--- src/hw/rtl/ttic_pkg.sv ---
// shared types and constants of the text to integer converter
`timescale 1ns / 1ps
package ttic_pkg;

    localparam int VALUE_BITS  = 32;
    localparam int COUNT_BITS  = 16;
    localparam int CHAR_BITS   = 8;
    localparam int BASE_BITS   = 6;
    localparam int PROD_BITS   = VALUE_BITS + BASE_BITS;
    localparam int QUEUE_DEPTH = 2;
    localparam int QPTR_BITS   = (QUEUE_DEPTH > 1) ? $clog2(QUEUE_DEPTH) : 1;
    localparam int QCNT_BITS   = $clog2(QUEUE_DEPTH + 1);

    localparam logic [BASE_BITS-1:0] BASE_AUTO = BASE_BITS'(0);
    localparam logic [BASE_BITS-1:0] BASE_MIN  = BASE_BITS'(2);
    localparam logic [BASE_BITS-1:0] BASE_OCT  = BASE_BITS'(8);
    localparam logic [BASE_BITS-1:0] BASE_DEC  = BASE_BITS'(10);
    localparam logic [BASE_BITS-1:0] BASE_HEX  = BASE_BITS'(16);
    localparam logic [BASE_BITS-1:0] BASE_MAX  = BASE_BITS'(36);
    localparam logic [BASE_BITS-1:0] ALPHA_OFS = BASE_BITS'(10);

    localparam logic [CHAR_BITS-1:0] CH_SPACE = 8'h20;
    localparam logic [CHAR_BITS-1:0] CH_TAB   = 8'h09;
    localparam logic [CHAR_BITS-1:0] CH_LF    = 8'h0a;
    localparam logic [CHAR_BITS-1:0] CH_VT    = 8'h0b;
    localparam logic [CHAR_BITS-1:0] CH_FF    = 8'h0c;
    localparam logic [CHAR_BITS-1:0] CH_CR    = 8'h0d;
    localparam logic [CHAR_BITS-1:0] CH_PLUS  = 8'h2b;
    localparam logic [CHAR_BITS-1:0] CH_MINUS = 8'h2d;
    localparam logic [CHAR_BITS-1:0] CH_0     = 8'h30;
    localparam logic [CHAR_BITS-1:0] CH_9     = 8'h39;
    localparam logic [CHAR_BITS-1:0] CH_UA    = 8'h41;
    localparam logic [CHAR_BITS-1:0] CH_UX    = 8'h58;
    localparam logic [CHAR_BITS-1:0] CH_UZ    = 8'h5a;
    localparam logic [CHAR_BITS-1:0] CH_LA    = 8'h61;
    localparam logic [CHAR_BITS-1:0] CH_LX    = 8'h78;
    localparam logic [CHAR_BITS-1:0] CH_LZ    = 8'h7a;

    typedef enum logic [1:0] {
        ST_OK      = 2'd0,
        ST_NODIG   = 2'd1,
        ST_OVF     = 2'd2,
        ST_BADBASE = 2'd3
    } status_t;

    typedef struct packed {
        logic [CHAR_BITS-1:0] ch;
        logic                 start_req;
        logic [BASE_BITS-1:0] radix;
        logic                 unsigned_mode;
    } char_item_t;

    typedef struct packed {
        logic [VALUE_BITS-1:0] value;
        logic [COUNT_BITS-1:0] consumed;
        status_t               status;
    } result_item_t;

    // classified character handed from front to back
    typedef struct packed {
        logic                 start;
        logic                 bad_base;
        logic [BASE_BITS-1:0] radix;
        logic                 unsigned_mode;
        logic                 is_space;
        logic                 is_plus;
        logic                 is_minus;
        logic                 is_zero;
        logic                 is_x;
        logic                 digit_ok;
        logic [BASE_BITS-1:0] digit;
    } cls_item_t;

endpackage

--- src/hw/rtl/ttic_front.sv ---
// front end: accepts characters and classifies them
`timescale 1ns / 1ps
module ttic_front
(
    input  logic                  char_valid,
    output logic                  char_ready,
    input  ttic_pkg::char_item_t  char_item,
    output logic                  cls_valid,
    input  logic                  cls_ready,
    output ttic_pkg::cls_item_t   cls_item
);

    logic [ttic_pkg::CHAR_BITS-1:0] c;

    assign c          = char_item.ch;
    assign cls_valid  = char_valid;
    assign char_ready = cls_ready;

    always_comb
    begin
        cls_item               = '0;
        cls_item.start         = char_item.start_req;
        cls_item.radix         = char_item.radix;
        cls_item.unsigned_mode = char_item.unsigned_mode;
        cls_item.bad_base      = (char_item.radix != ttic_pkg::BASE_AUTO) &&
                                 ((char_item.radix < ttic_pkg::BASE_MIN) ||
                                  (char_item.radix > ttic_pkg::BASE_MAX));
        cls_item.is_space      = (c == ttic_pkg::CH_SPACE) || (c == ttic_pkg::CH_TAB) ||
                                 (c == ttic_pkg::CH_LF) || (c == ttic_pkg::CH_VT) ||
                                 (c == ttic_pkg::CH_FF) || (c == ttic_pkg::CH_CR);
        cls_item.is_plus       = (c == ttic_pkg::CH_PLUS);
        cls_item.is_minus      = (c == ttic_pkg::CH_MINUS);
        cls_item.is_zero       = (c == ttic_pkg::CH_0);
        cls_item.is_x          = (c == ttic_pkg::CH_LX) || (c == ttic_pkg::CH_UX);
        if ((c >= ttic_pkg::CH_0) && (c <= ttic_pkg::CH_9))
        begin
            cls_item.digit_ok = 1'b1;
            cls_item.digit    = ttic_pkg::BASE_BITS'(c - ttic_pkg::CH_0);
        end
        else if ((c >= ttic_pkg::CH_LA) && (c <= ttic_pkg::CH_LZ))
        begin
            cls_item.digit_ok = 1'b1;
            cls_item.digit    = ttic_pkg::BASE_BITS'(c - ttic_pkg::CH_LA) + ttic_pkg::ALPHA_OFS;
        end
        else if ((c >= ttic_pkg::CH_UA) && (c <= ttic_pkg::CH_UZ))
        begin
            cls_item.digit_ok = 1'b1;
            cls_item.digit    = ttic_pkg::BASE_BITS'(c - ttic_pkg::CH_UA) + ttic_pkg::ALPHA_OFS;
        end
    end

endmodule

--- src/hw/rtl/ttic_queue.sv ---
// short fifo of classified characters between front and back
`timescale 1ns / 1ps
module ttic_queue
(
    input  logic                 clk,
    input  logic                 rst_n,
    input  logic                 push_valid,
    output logic                 push_ready,
    input  ttic_pkg::cls_item_t  push_item,
    output logic                 pop_valid,
    input  logic                 pop_ready,
    output ttic_pkg::cls_item_t  pop_item
);

    ttic_pkg::cls_item_t               entry_reg [ttic_pkg::QUEUE_DEPTH];
    logic [ttic_pkg::QPTR_BITS-1:0]    wr_ptr_reg;
    logic [ttic_pkg::QPTR_BITS-1:0]    rd_ptr_reg;
    logic [ttic_pkg::QCNT_BITS-1:0]    count_reg;
    logic [ttic_pkg::QCNT_BITS-1:0]    count_next;
    logic                              do_push;
    logic                              do_pop;

    assign push_ready = (count_reg < ttic_pkg::QCNT_BITS'(ttic_pkg::QUEUE_DEPTH));
    assign pop_valid  = (count_reg != '0);
    assign pop_item   = entry_reg[rd_ptr_reg];
    assign do_push    = push_valid && push_ready;
    assign do_pop     = pop_valid && pop_ready;

    always_comb
    begin
        count_next = count_reg;
        if (do_push && !do_pop)
        begin
            count_next = count_reg + 1'b1;
        end
        else if (!do_push && do_pop)
        begin
            count_next = count_reg - 1'b1;
        end
    end

    always_ff @(posedge clk or negedge rst_n)
    begin
        if (!rst_n)
        begin
            wr_ptr_reg <= '0;
            rd_ptr_reg <= '0;
            count_reg  <= '0;
        end
        else
        begin
            count_reg <= count_next;
            if (do_push)
            begin
                wr_ptr_reg <= (wr_ptr_reg == ttic_pkg::QPTR_BITS'(ttic_pkg::QUEUE_DEPTH - 1)) ?
                              '0 : wr_ptr_reg + 1'b1;
            end
            if (do_pop)
            begin
                rd_ptr_reg <= (rd_ptr_reg == ttic_pkg::QPTR_BITS'(ttic_pkg::QUEUE_DEPTH - 1)) ?
                              '0 : rd_ptr_reg + 1'b1;
            end
        end
    end

    always_ff @(posedge clk)
    begin
        if (do_push)
        begin
            entry_reg[wr_ptr_reg] <= push_item;
        end
    end

endmodule

--- src/hw/rtl/ttic_back.sv ---
// back end: conversion state machine, digit accumulate and result register
`timescale 1ns / 1ps
module ttic_back
(
    input  logic                    clk,
    input  logic                    rst_n,
    input  logic                    cls_valid,
    output logic                    cls_ready,
    input  ttic_pkg::cls_item_t     cls_item,
    output logic                    res_valid,
    input  logic                    res_ready,
    output ttic_pkg::result_item_t  res_item
);

    localparam int VB = ttic_pkg::VALUE_BITS;
    localparam int CB = ttic_pkg::COUNT_BITS;
    localparam int BB = ttic_pkg::BASE_BITS;
    localparam int PB = ttic_pkg::PROD_BITS;
    localparam logic [VB-1:0] VAL_TOP = {1'b1, {(VB-1){1'b0}}};
    localparam logic [VB-1:0] VAL_POS = ~VAL_TOP;
    localparam logic [VB-1:0] VAL_ALL = '1;
    localparam logic [CB-1:0] CNT_MAX = '1;

    typedef enum logic [2:0] {
        PH_IDLE,
        PH_LEAD,
        PH_SIGNED,
        PH_ZERO,
        PH_ZERO_X,
        PH_DIGITS
    } phase_t;

    phase_t                 phase_reg, phase_next;
    logic [BB-1:0]          base_reg, base_next;
    logic                   neg_reg, neg_next;
    logic                   uns_reg, uns_next;
    logic [VB-1:0]          acc_reg, acc_next;
    logic                   ovf_reg, ovf_next;
    logic                   any_reg, any_next;
    logic [CB-1:0]          idx_reg, idx_next;
    logic [CB-1:0]          pze_reg, pze_next;
    logic                   res_valid_reg, res_valid_next;
    ttic_pkg::result_item_t res_item_reg, res_item_next;

    logic                   fire;
    logic                   emit;
    logic                   do_first;
    logic                   do_take;
    logic [PB-1:0]          prod;
    logic [PB-1:0]          limit;
    ttic_pkg::result_item_t emit_item;

    function automatic logic [CB-1:0] cnt_inc(input logic [CB-1:0] c);
        return (c == CNT_MAX) ? c : c + 1'b1;
    endfunction

    assign cls_ready = !res_valid_reg || res_ready;
    assign fire      = cls_valid && cls_ready;
    assign res_valid = res_valid_reg;
    assign res_item  = res_item_reg;

    always_comb
    begin
        phase_next = phase_reg;
        base_next  = base_reg;
        neg_next   = neg_reg;
        uns_next   = uns_reg;
        acc_next   = acc_reg;
        ovf_next   = ovf_reg;
        any_next   = any_reg;
        idx_next   = idx_reg;
        pze_next   = pze_reg;
        emit       = 1'b0;
        emit_item  = '0;
        do_first   = 1'b0;
        do_take    = 1'b0;
        prod       = '0;
        limit      = '0;

        if (cls_item.start)
        begin
            base_next  = cls_item.radix;
            neg_next   = 1'b0;
            uns_next   = cls_item.unsigned_mode;
            acc_next   = '0;
            ovf_next   = 1'b0;
            any_next   = 1'b0;
            idx_next   = '0;
            pze_next   = '0;
            phase_next = PH_LEAD;
        end

        if (cls_item.start && cls_item.bad_base)
        begin
            emit             = 1'b1;
            emit_item.status = ttic_pkg::ST_BADBASE;
        end
        else
        begin
            case (phase_next)
                PH_LEAD:
                begin
                    if (cls_item.is_space)
                    begin
                        idx_next = cnt_inc(idx_next);
                    end
                    else if (cls_item.is_plus || cls_item.is_minus)
                    begin
                        neg_next   = cls_item.is_minus;
                        idx_next   = cnt_inc(idx_next);
                        phase_next = PH_SIGNED;
                    end
                    else
                    begin
                        do_first = 1'b1;
                    end
                end
                PH_SIGNED:
                begin
                    do_first = 1'b1;
                end
                PH_ZERO:
                begin
                    if (cls_item.is_x)
                    begin
                        idx_next   = cnt_inc(idx_next);
                        phase_next = PH_ZERO_X;
                    end
                    else
                    begin
                        if (base_next == ttic_pkg::BASE_AUTO)
                        begin
                            base_next = ttic_pkg::BASE_OCT;
                        end
                        do_take = 1'b1;
                    end
                end
                PH_ZERO_X:
                begin
                    if (cls_item.digit_ok && (cls_item.digit < ttic_pkg::BASE_HEX))
                    begin
                        base_next = ttic_pkg::BASE_HEX;
                        do_take   = 1'b1;
                    end
                    else
                    begin
                        emit               = 1'b1;
                        emit_item.consumed = pze_next;
                        emit_item.status   = ttic_pkg::ST_OK;
                    end
                end
                PH_DIGITS:
                begin
                    do_take = 1'b1;
                end
                default:
                begin
                    phase_next = PH_IDLE;
                end
            endcase

            // first char: a zero may open a hex prefix, else base is set
            if (do_first)
            begin
                if (cls_item.is_zero &&
                    ((base_next == ttic_pkg::BASE_AUTO) || (base_next == ttic_pkg::BASE_HEX)))
                begin
                    any_next   = 1'b1;
                    idx_next   = cnt_inc(idx_next);
                    pze_next   = idx_next;
                    phase_next = PH_ZERO;
                end
                else
                begin
                    if (base_next == ttic_pkg::BASE_AUTO)
                    begin
                        base_next = ttic_pkg::BASE_DEC;
                    end
                    do_take = 1'b1;
                end
            end

            if (do_take)
            begin
                phase_next = PH_DIGITS;
                if (cls_item.digit_ok && (cls_item.digit < base_next))
                begin
                    any_next = 1'b1;
                    limit    = PB'(uns_next ? VAL_ALL : (neg_next ? VAL_TOP : VAL_POS));
                    prod     = PB'(acc_next) * PB'(base_next) + PB'(cls_item.digit);
                    if (prod > limit)
                    begin
                        ovf_next = 1'b1;
                    end
                    else if (!ovf_next)
                    begin
                        acc_next = prod[VB-1:0];
                    end
                    idx_next = cnt_inc(idx_next);
                end
                else
                begin
                    emit = 1'b1;
                    if (!any_next)
                    begin
                        emit_item.status = ttic_pkg::ST_NODIG;
                    end
                    else if (ovf_next)
                    begin
                        emit_item.value    = uns_next ? VAL_ALL : (neg_next ? VAL_TOP : VAL_POS);
                        emit_item.consumed = idx_next;
                        emit_item.status   = ttic_pkg::ST_OVF;
                    end
                    else
                    begin
                        emit_item.value    = neg_next ? (VB'(0) - acc_next) : acc_next;
                        emit_item.consumed = idx_next;
                        emit_item.status   = ttic_pkg::ST_OK;
                    end
                end
            end
        end

        if (emit)
        begin
            phase_next = PH_IDLE;
        end
    end

    always_comb
    begin
        res_valid_next = res_valid_reg && !res_ready;
        res_item_next  = res_item_reg;
        if (fire && emit)
        begin
            res_valid_next = 1'b1;
            res_item_next  = emit_item;
        end
    end

    always_ff @(posedge clk or negedge rst_n)
    begin
        if (!rst_n)
        begin
            phase_reg     <= PH_IDLE;
            base_reg      <= '0;
            neg_reg       <= 1'b0;
            uns_reg       <= 1'b0;
            acc_reg       <= '0;
            ovf_reg       <= 1'b0;
            any_reg       <= 1'b0;
            idx_reg       <= '0;
            pze_reg       <= '0;
            res_valid_reg <= 1'b0;
            res_item_reg  <= '0;
        end
        else
        begin
            res_valid_reg <= res_valid_next;
            res_item_reg  <= res_item_next;
            if (fire)
            begin
                phase_reg <= phase_next;
                base_reg  <= base_next;
                neg_reg   <= neg_next;
                uns_reg   <= uns_next;
                acc_reg   <= acc_next;
                ovf_reg   <= ovf_next;
                any_reg   <= any_next;
                idx_reg   <= idx_next;
                pze_reg   <= pze_next;
            end
        end
    end

endmodule

--- src/hw/rtl/text_to_integer_converter_core.sv ---
// top level of the streaming text to integer converter
//
//  channel  direction  handshake                payload
//  char     in         char_valid / char_ready  char_item  (ch, start_req, radix, unsigned_mode)
//  res      out        res_valid / res_ready    res_item   (value, consumed, status)
//
// one character per cycle while results are taken; the back end does one multiply-add
// and limit compare per character; an ending character is queued, then its result registered
// the front and back are parted by a 2-entry queue, the result sits in an output register
// rst_n clears the queue, the conversion state and the output register at once
// a stalled result holds the back end; characters still enter until the queue fills
`timescale 1ns / 1ps
module text_to_integer_converter_core
(
    input  logic                    clk,
    input  logic                    rst_n,
    input  logic                    char_valid,
    output logic                    char_ready,
    input  ttic_pkg::char_item_t    char_item,
    output logic                    res_valid,
    input  logic                    res_ready,
    output ttic_pkg::result_item_t  res_item
);

    logic                 f_valid;
    logic                 f_ready;
    ttic_pkg::cls_item_t  f_item;
    logic                 q_valid;
    logic                 q_ready;
    ttic_pkg::cls_item_t  q_item;

    ttic_front u_front
    (
        .char_valid (char_valid),
        .char_ready (char_ready),
        .char_item  (char_item),
        .cls_valid  (f_valid),
        .cls_ready  (f_ready),
        .cls_item   (f_item)
    );

    ttic_queue u_queue
    (
        .clk        (clk),
        .rst_n      (rst_n),
        .push_valid (f_valid),
        .push_ready (f_ready),
        .push_item  (f_item),
        .pop_valid  (q_valid),
        .pop_ready  (q_ready),
        .pop_item   (q_item)
    );

    ttic_back u_back
    (
        .clk        (clk),
        .rst_n      (rst_n),
        .cls_valid  (q_valid),
        .cls_ready  (q_ready),
        .cls_item   (q_item),
        .res_valid  (res_valid),
        .res_ready  (res_ready),
        .res_item   (res_item)
    );

    a_badbase_zero: assert property (@(posedge clk) disable iff (!rst_n)
        res_valid && (res_item.status == ttic_pkg::ST_BADBASE) |->
        (res_item.value == '0) && (res_item.consumed == '0))
        else $error("invalid base result not zero");

    a_nodig_zero: assert property (@(posedge clk) disable iff (!rst_n)
        res_valid && (res_item.status == ttic_pkg::ST_NODIG) |->
        (res_item.value == '0) && (res_item.consumed == '0))
        else $error("no digits result not zero");

    a_ovf_consumed: assert property (@(posedge clk) disable iff (!rst_n)
        res_valid && (res_item.status == ttic_pkg::ST_OVF) |-> (res_item.consumed != '0))
        else $error("overflow result with nothing consumed");

    a_res_needs_item: assert property (@(posedge clk) disable iff (!rst_n)
        !res_valid ##1 res_valid |-> $past(q_valid && q_ready))
        else $error("result without a taken item");

endmodule

--- config.mk ---
export PLATFORM = sky130hd
export DESIGN_NAME = text_to_integer_converter_core
export DESIGN_NICKNAME = d
export VERILOG_FILES = /design/src/hw/rtl/ttic_pkg.sv /design/src/hw/rtl/ttic_front.sv /design/src/hw/rtl/ttic_queue.sv /design/src/hw/rtl/ttic_back.sv /design/src/hw/rtl/text_to_integer_converter_core.sv
export SDC_FILE = /design/constraint.sdc
export NUM_CORES = 1
export LEC_CHECK = 0
export ABC_AREA = 1
export BUFFER_PORTS_ARGS = -buffer_cell sky130_fd_sc_hd__buf_4
export CORE_MARGIN = 3
export CORE_UTILIZATION = 45
export CTS_CLUSTER_DIAMETER = 50
export CTS_CLUSTER_SIZE = 20
export DETAILED_ROUTE_END_ITERATION = 16
export GPL_ROUTABILITY_DRIVEN = 0
export GPL_TIMING_DRIVEN = 0
export SLEW_MARGIN = 0
export SYNTH_ARGS = -nofsm -noshare
export SYNTH_HDL_FRONTEND = slang
export SYNTH_SLANG_ARGS = --single-unit
export TNS_END_PERCENT = 100
--- constraint.sdc ---
create_clock -name clk -period 12.6 [get_ports clk]
set_input_delay 1.26 -clock clk [delete_from_list [all_inputs] [get_ports clk]]
set_output_delay 1.26 -clock clk [all_outputs]
set_load 0.1 [all_outputs]
Word level (Yosys, flattened, before mapping):

Memories as Yosys holds them, arrays and structs flattened.
Cells that the tools add are included.

* register bits: 132
* memory bits (writable): 42
* input bits: 20
* output and inout port bits: 52
* logic and storage cells: 202
* memories: 1

* add/subtract/negate cells: 14
* multiply operators: 1
* $lt $le $gt $ge: 12
* eq/ne operators: 20
* mux-type cells: 104
* reduce and logical (&&, ||, !) cells: 34

Memory list
* u_queue.entry_reg: words 2, bits a word 21, rd ports 1, clocked after Yosys merged registers in 0, write ports 1, line ttic_queue.sv:15 `ttic_pkg::cls_item_t entry_reg [ttic_pkg::QUEUE_DEPTH];`

Operators by type and width (number)
* $mux W32: 10
* $mux W16: 18
* $mux W50: 3
* $mux W48: 2
* $mux W6: 10
* $add A16 B1 Y16 const B: 3
* $eq A16 B16 Y1 const B: 3
* $eq A8 B4 Y1 const B: 5
* $add A38 B6 Y38: 1
* $gt A38 B38 Y1: 1
* $mul A32 B6 Y38: 1
* $mux W38: 1
* $mux W1: 37
* $mux W18: 2
* $eq A8 B6 Y1 const B: 4
* $pmux W16 S2: 1
* $sub A1 B32 Y32 const A: 1
* $mux W3: 9
* $mux W7: 3
* $eq A8 B7 Y1 const B: 2
* $ge A8 B7 Y1 const B: 2
* $le A8 B7 Y1 const B: 2
* $logic_and A1 B1 Y1: 14
* $add A6 B4 Y6 const B: 2
* other kinds (27): 48

Longest topological paths before layout:

An unclocked memory read counts as a cell.

* depth in word-level cells: 20
* mapped depth: 57
* mapped depth without buffers: 56

By module:

A second synthesis with hierarchy kept.

* cells, all modules: 2711
* area total of the unflattened synthesis: 19406.1 um2

By module, submodules not included
* ttic_back: times used 1, cells an instance 2443, area an instance 16955.0 um2, sequential area each 3203.1 um2
* ttic_queue: times used 1, cells an instance 137, area an instance 1749.2 um2, sequential area each 1361.3 um2
* ttic_front: times used 1, cells an instance 131, area an instance 701.9 um2, sequential area each 0.0 um2

Worst setup path after synthesis:

No wires, ideal clock.

* path kind: register to register
* start point: reg u_queue.rd_ptr_reg
* end point: reg u_back.acc_reg[23]
* setup time: 0.118 ns
* data arrival time: 8.838 ns
* data required time: 12.482 ns
* slack: 3.644 ns
* stages on the path, launching flop included: 51
* path buffers: 2
* period minus slack after synthesis: 8.956 ns
* path through: dfrtp_1 -> inv_2 -> buf_2 -> or2_2 -> o21ai_0 -> nand3_1 -> nor2_1 -> inv_2 -> nand2_1 -> clkinv_1 -> nand4_1 -> nand2_1 -> nand2_1 -> fa_1 -> fa_1 -> inv_1 -> fa_1 -> inv_1 -> (+15 left out) -> nand2_1 -> inv_1 -> a221oi_1 -> o21ai_0 -> a31oi_1 -> a21boi_0 -> o21ai_0 -> nand2_1 -> nand2_1 -> a21oi_1 -> nand3_1 -> nor2_1 -> inv_1 -> nor2_1 -> buf_2 -> nand3b_1 -> nand3_1 -> nand2_1

* longest elaborated chain between the ends: 20
* elaborated cells on any way between the ends: 56
* classes of those cells: add/sub: 1; mul: 1; order compare: 3; eq/ne: 6; mux: 36; reduce/logical: 8; memory: 1

RTL lines
* from (decl): line ttic_queue.sv:17 `logic [ttic_pkg::QPTR_BITS-1:0] rd_ptr_reg;`
* from (signal assigned): line ttic_queue.sv:60 `rd_ptr_reg <= (rd_ptr_reg == ttic_pkg::QPTR_BITS'(ttic_pkg::QUEUE_DEPTH - 1)) ?`
* $mem_v2 Z2 W21 (*)
* branches (longest 18 deep; another with $mul A32 B6 Y38)
* $mux W32 (*): line ttic_back.sv:93 `if (cls_item.start && cls_item.bad_base)`
* to (signal assigned): line ttic_back.sv:267 `acc_reg <= acc_next;`
* to (decl): line ttic_back.sv:37 `logic [VB-1:0] acc_reg, acc_next;`

Mark *: on every way between the ends. The select of a mux whose other input is x is not followed.
A chain may end at the register's enable or synchronous reset.

Worst setup path in the final report:

* start point: reg u_queue.rd_ptr_reg
* end point: reg u_back.acc_reg[31]

The elaborated chain is that of the path after synthesis.

==> out/qor.yml <==
synth:
  syn-cell-area_um2: 18590
  ys_async_sr_fraction: 0.7586
  synthDistinctLibCells: 60
  synth-main-ff-cell: "dfrtp_1"
  synth_area_per_cell_um2: 7.291
  ys_seq_elements: 174
  syn-num-nets: 2827
  synth_edf_count: 42
  syn_inst: 2549
  seq_area_frac_synth: 0.2456
  ys_warn_count: 0
cts:
  clock_sinks: 174
  cts.reportedPaths.clkPinSlew_ns: 0.08
  postCtsSetupRepairBufs: 0
  clock_latency_ns: 0.46
  cts_hold_buffers: 0
  cts_buffer_depth: 2
  cts-root-buf: "clkbuf_16"
  cts_made_buffers: 17
  cts-htree-levels: 4
  cts_tree: "yes"
  cts_resized: 0
cells_and_area:
  area_growth_syn_to_layout_pct: 10.26
  fillers: 3983
  post-route-util: 0.5087
  stdcell_count: 3179
  drive_above_1_share: 0.09005
  insertedDiodeCount: 0
  fin_nets: 2919
  largest_reg_flops: 50
detailed_routing:
  drt_iter0_drc: 1811
  vias: 18040
  wl_met2_mm: 29.40
  highest_layer: "met4"
  dr_wl_met3_mm: 3.620
  wl_mm: 62.20
  ant_nets: 0
  post-route-drc-count: 0
  avgViaCountPerCell: 5.673
  firstDrtPassIters: 8
  routedWlPerCell_um: 19.57
  met1_length_mm: 26.39
floorplanning:
  core_um2: 40280
  die_area_um2: 43780
  die_w_um: 209.2
  io_pins: 72
  row_count: 73
  start_util: 0.4614
  chipHeight_um: 209.2
global_routing:
  grt_start_max_net_pins: 76
  grt_pass1_vias: 18090
  grt-ovfl-total: 0
  grt.total_usage: 0.2879
  grt_pass1_wl_mm: 99.85
  antenna_found_initial: 0
setup_path:
  cp.depth: 53
  cp_max_fo: 10
  slowest_stage: "fa_1"
  crit_family: "simple AND/OR/NAND/NOR gates"
  end_kind: "flop"
  r2r-end: "u_back.acc_reg[31]"
  cp.arrival_ns: 12.06
  critical_path_buf_inv_count: 12
  start_kind: "flop"
  slowest_delay_ns: 0.52
  crit_start: "u_queue.rd_ptr_reg"
  reg2reg_from: "u_queue.rd_ptr_reg"
  critPathCapture: "u_back.acc_reg[31]"
  crit_required_ns: 12.94
  worst-r2r-setup-slack_ns: 0.89
  crit_top_cell: "nand2_1"
  critPathKind: "flop to flop"
  rr_worst_depth: 53
placement:
  dp_cells: 3148
  dpl.hpwl_mm: 50.39
  portBuffers: 70
sta:
  fin_crit_sh: 0.9296
  rsz0062_at_grt: "no"
  finalCriticalPeriod_ns: 11.71
  fin_tns_setup_ns: 0
  hold_slack_ns: 0.4819
  slew_violations: 0
  maxSlewHeadroom: 0.3833
  hold_viol: 0
  final-setup-viol-count: 0
  max_freq_mhz: 85.38
  fin_skew_ns: 0.01221
  worst_slew_pin_slew_ns: 0.9251
power_and_ir_drop:
  report.power.total_w: 0.004226
  power_density_nw_per_um2: 206.2
  peakVddDrop_v: 0.0001044
  power.leakage_nw: 10.58
worst_hold_path:
  hold_class: "flop to flop"
  hold_depth: 2
status:
  outcome: "finished, final reports clean"
job:
  max_cap_violations: 0
==> layer usage <==
layer,vias to the layer above,track usage
li1,8527,-
met1,8680,0.3828
met2,699,0.4810
met3,129,0.02552
met4,0,0.1254
met5,-,0
==> stage by stage <==
step           setup slack [ns]  area [um^2]
6_report                 0.8870        20490
4_1_cts                  0.1729        20480
3_5_place_dp             0.2253        19860
3_3_place_gp             0.3048        19770
5_1_grt                  0.1353        20490
2_1_floorplan             3.644        18590
==> cell type report <==
| class | instances | area (um^2) | share of cell area |
|---|---|---|---|
| buffer | 81 | 379.1 | 0.01850 |
| clock inverter | 15 | 195.2 | 0.009525 |
| inverter | 318 | 1197 | 0.05843 |
| clock buffer | 17 | 425.4 | 0.02076 |
| timing repair buffer | 74 | 614.3 | 0.02998 |
| tap | 525 | 656.9 | 0.03206 |
| sequential | 174 | 4564 | 0.2227 |
| multi-input combinational | 1975 | 12460 | 0.6080 |
==> report_power, final <==
group	total, W	internal [W]	leakage (nW)	switching, W
clock network	0.000558	0.000274	0.298	0.000283
registers	0.000746	0.000685	2.18	0.0000610
logic	0.00292	0.000790	8.10	0.00213
total	0.00423	0.00175	10.6	0.00248
==> worst register-to-register path, delay by kind of cell, from the launching register on <==
kind            cells  cell delay [ns]
fa+ha+maj           6             2.28
buf+inv            12             1.88
xor+xnor            1             0.35
simple gates       20             3.35
flops               1             0.47
compound gates     14             3.26
==> cell usage after synthesis, types with 3 or more instances <==
cell,instances,area [um^2]
a21oi_1,135,675.7
nor2_4,7,78.83
nand3_4,3,52.55
o31ai_1,20,150.1
dfrtp_1,132,3303
xor2_1,42,367.9
nand2_1,648,2432
a22o_1,12,105.1
or2_2,9,56.30
nand4_1,41,256.5
edfxtp_1,42,1261
nor2_2,14,87.58
nand2_4,3,33.78
buf_6,5,56.30
a32oi_1,4,35.03
buf_1,10,37.54
inv_1,282,1059
inv_2,22,82.58
o22ai_1,7,43.79
buf_2,15,75.07
o21ai_0,149,745.7
buf_4,5,37.54
nand2_2,20,125.1
a31oi_1,13,81.33
nor4_1,9,56.30
nand3_1,151,755.7
nand3b_1,3,22.52
ha_1,134,1677
fa_1,124,2482
a21boi_0,3,22.52
xnor2_1,15,131.4
o21bai_1,7,52.55
o21a_1,4,30.03
nand3_2,12,120.1
clkbuf_1,47,176.4
a21o_1,5,37.54
o21ai_1,20,100.1
a221oi_1,4,35.03
nor2_1,287,1077
nor3_1,25,125.1
clkinv_1,14,52.55
o211ai_1,21,157.7
==> cell families after synthesis <==
group                      Yosys count  share of synthesized area
AOI/OAI and AO/OA                  420                     0.1305
xor gates and xnor gates            57                    0.02686
adders and majority gates          258                     0.2238
buffers and inverters              400                    0.08483
DFF                                174                     0.2456
and+or+nand+nor                   1240                     0.2884
==> worst min path at each step <==
stage / start / to / slack [ns]
after floorplan: u_back.base_reg[4] / u_back.base_reg[4] / 0.45
after global placement: u_back.acc_reg[21] / u_back.acc_reg[21] / 0.46
after detailed placement: u_back.acc_reg[17] / u_back.acc_reg[17] / 0.47
after CTS: u_back.acc_reg[17] / u_back.acc_reg[17] / 0.48
after global routing: u_back.acc_reg[17] / u_back.acc_reg[17] / 0.50
final: u_back.acc_reg[20] / u_back.acc_reg[20] / 0.48
==> placed cells by master (no fill, tap or decap), drive strengths merged, types with 2 or more instances in the layout <==
cell,instances
a211oi,2
a21boi,3
a21o,5
a21oi,138
a221oi,4
a22o,12
a31oi,13
a32oi,4
and2,2
buf,108
clkbuf,64
clkinv,17
clkinvlp,2
dfrtp,132
edfxtp,42
fa,124
ha,134
inv,314
nand2,671
nand3,166
nand3b,3
nand4,43
nor2,308
nor3,28
nor4,9
o211ai,21
o21a,4
o21ai,170
o21bai,7
o221ai,2
o22ai,7
o31ai,21
or2,9
xnor2,15
xor2,42
No activity file was read; power rests on OpenSTA's default activity.
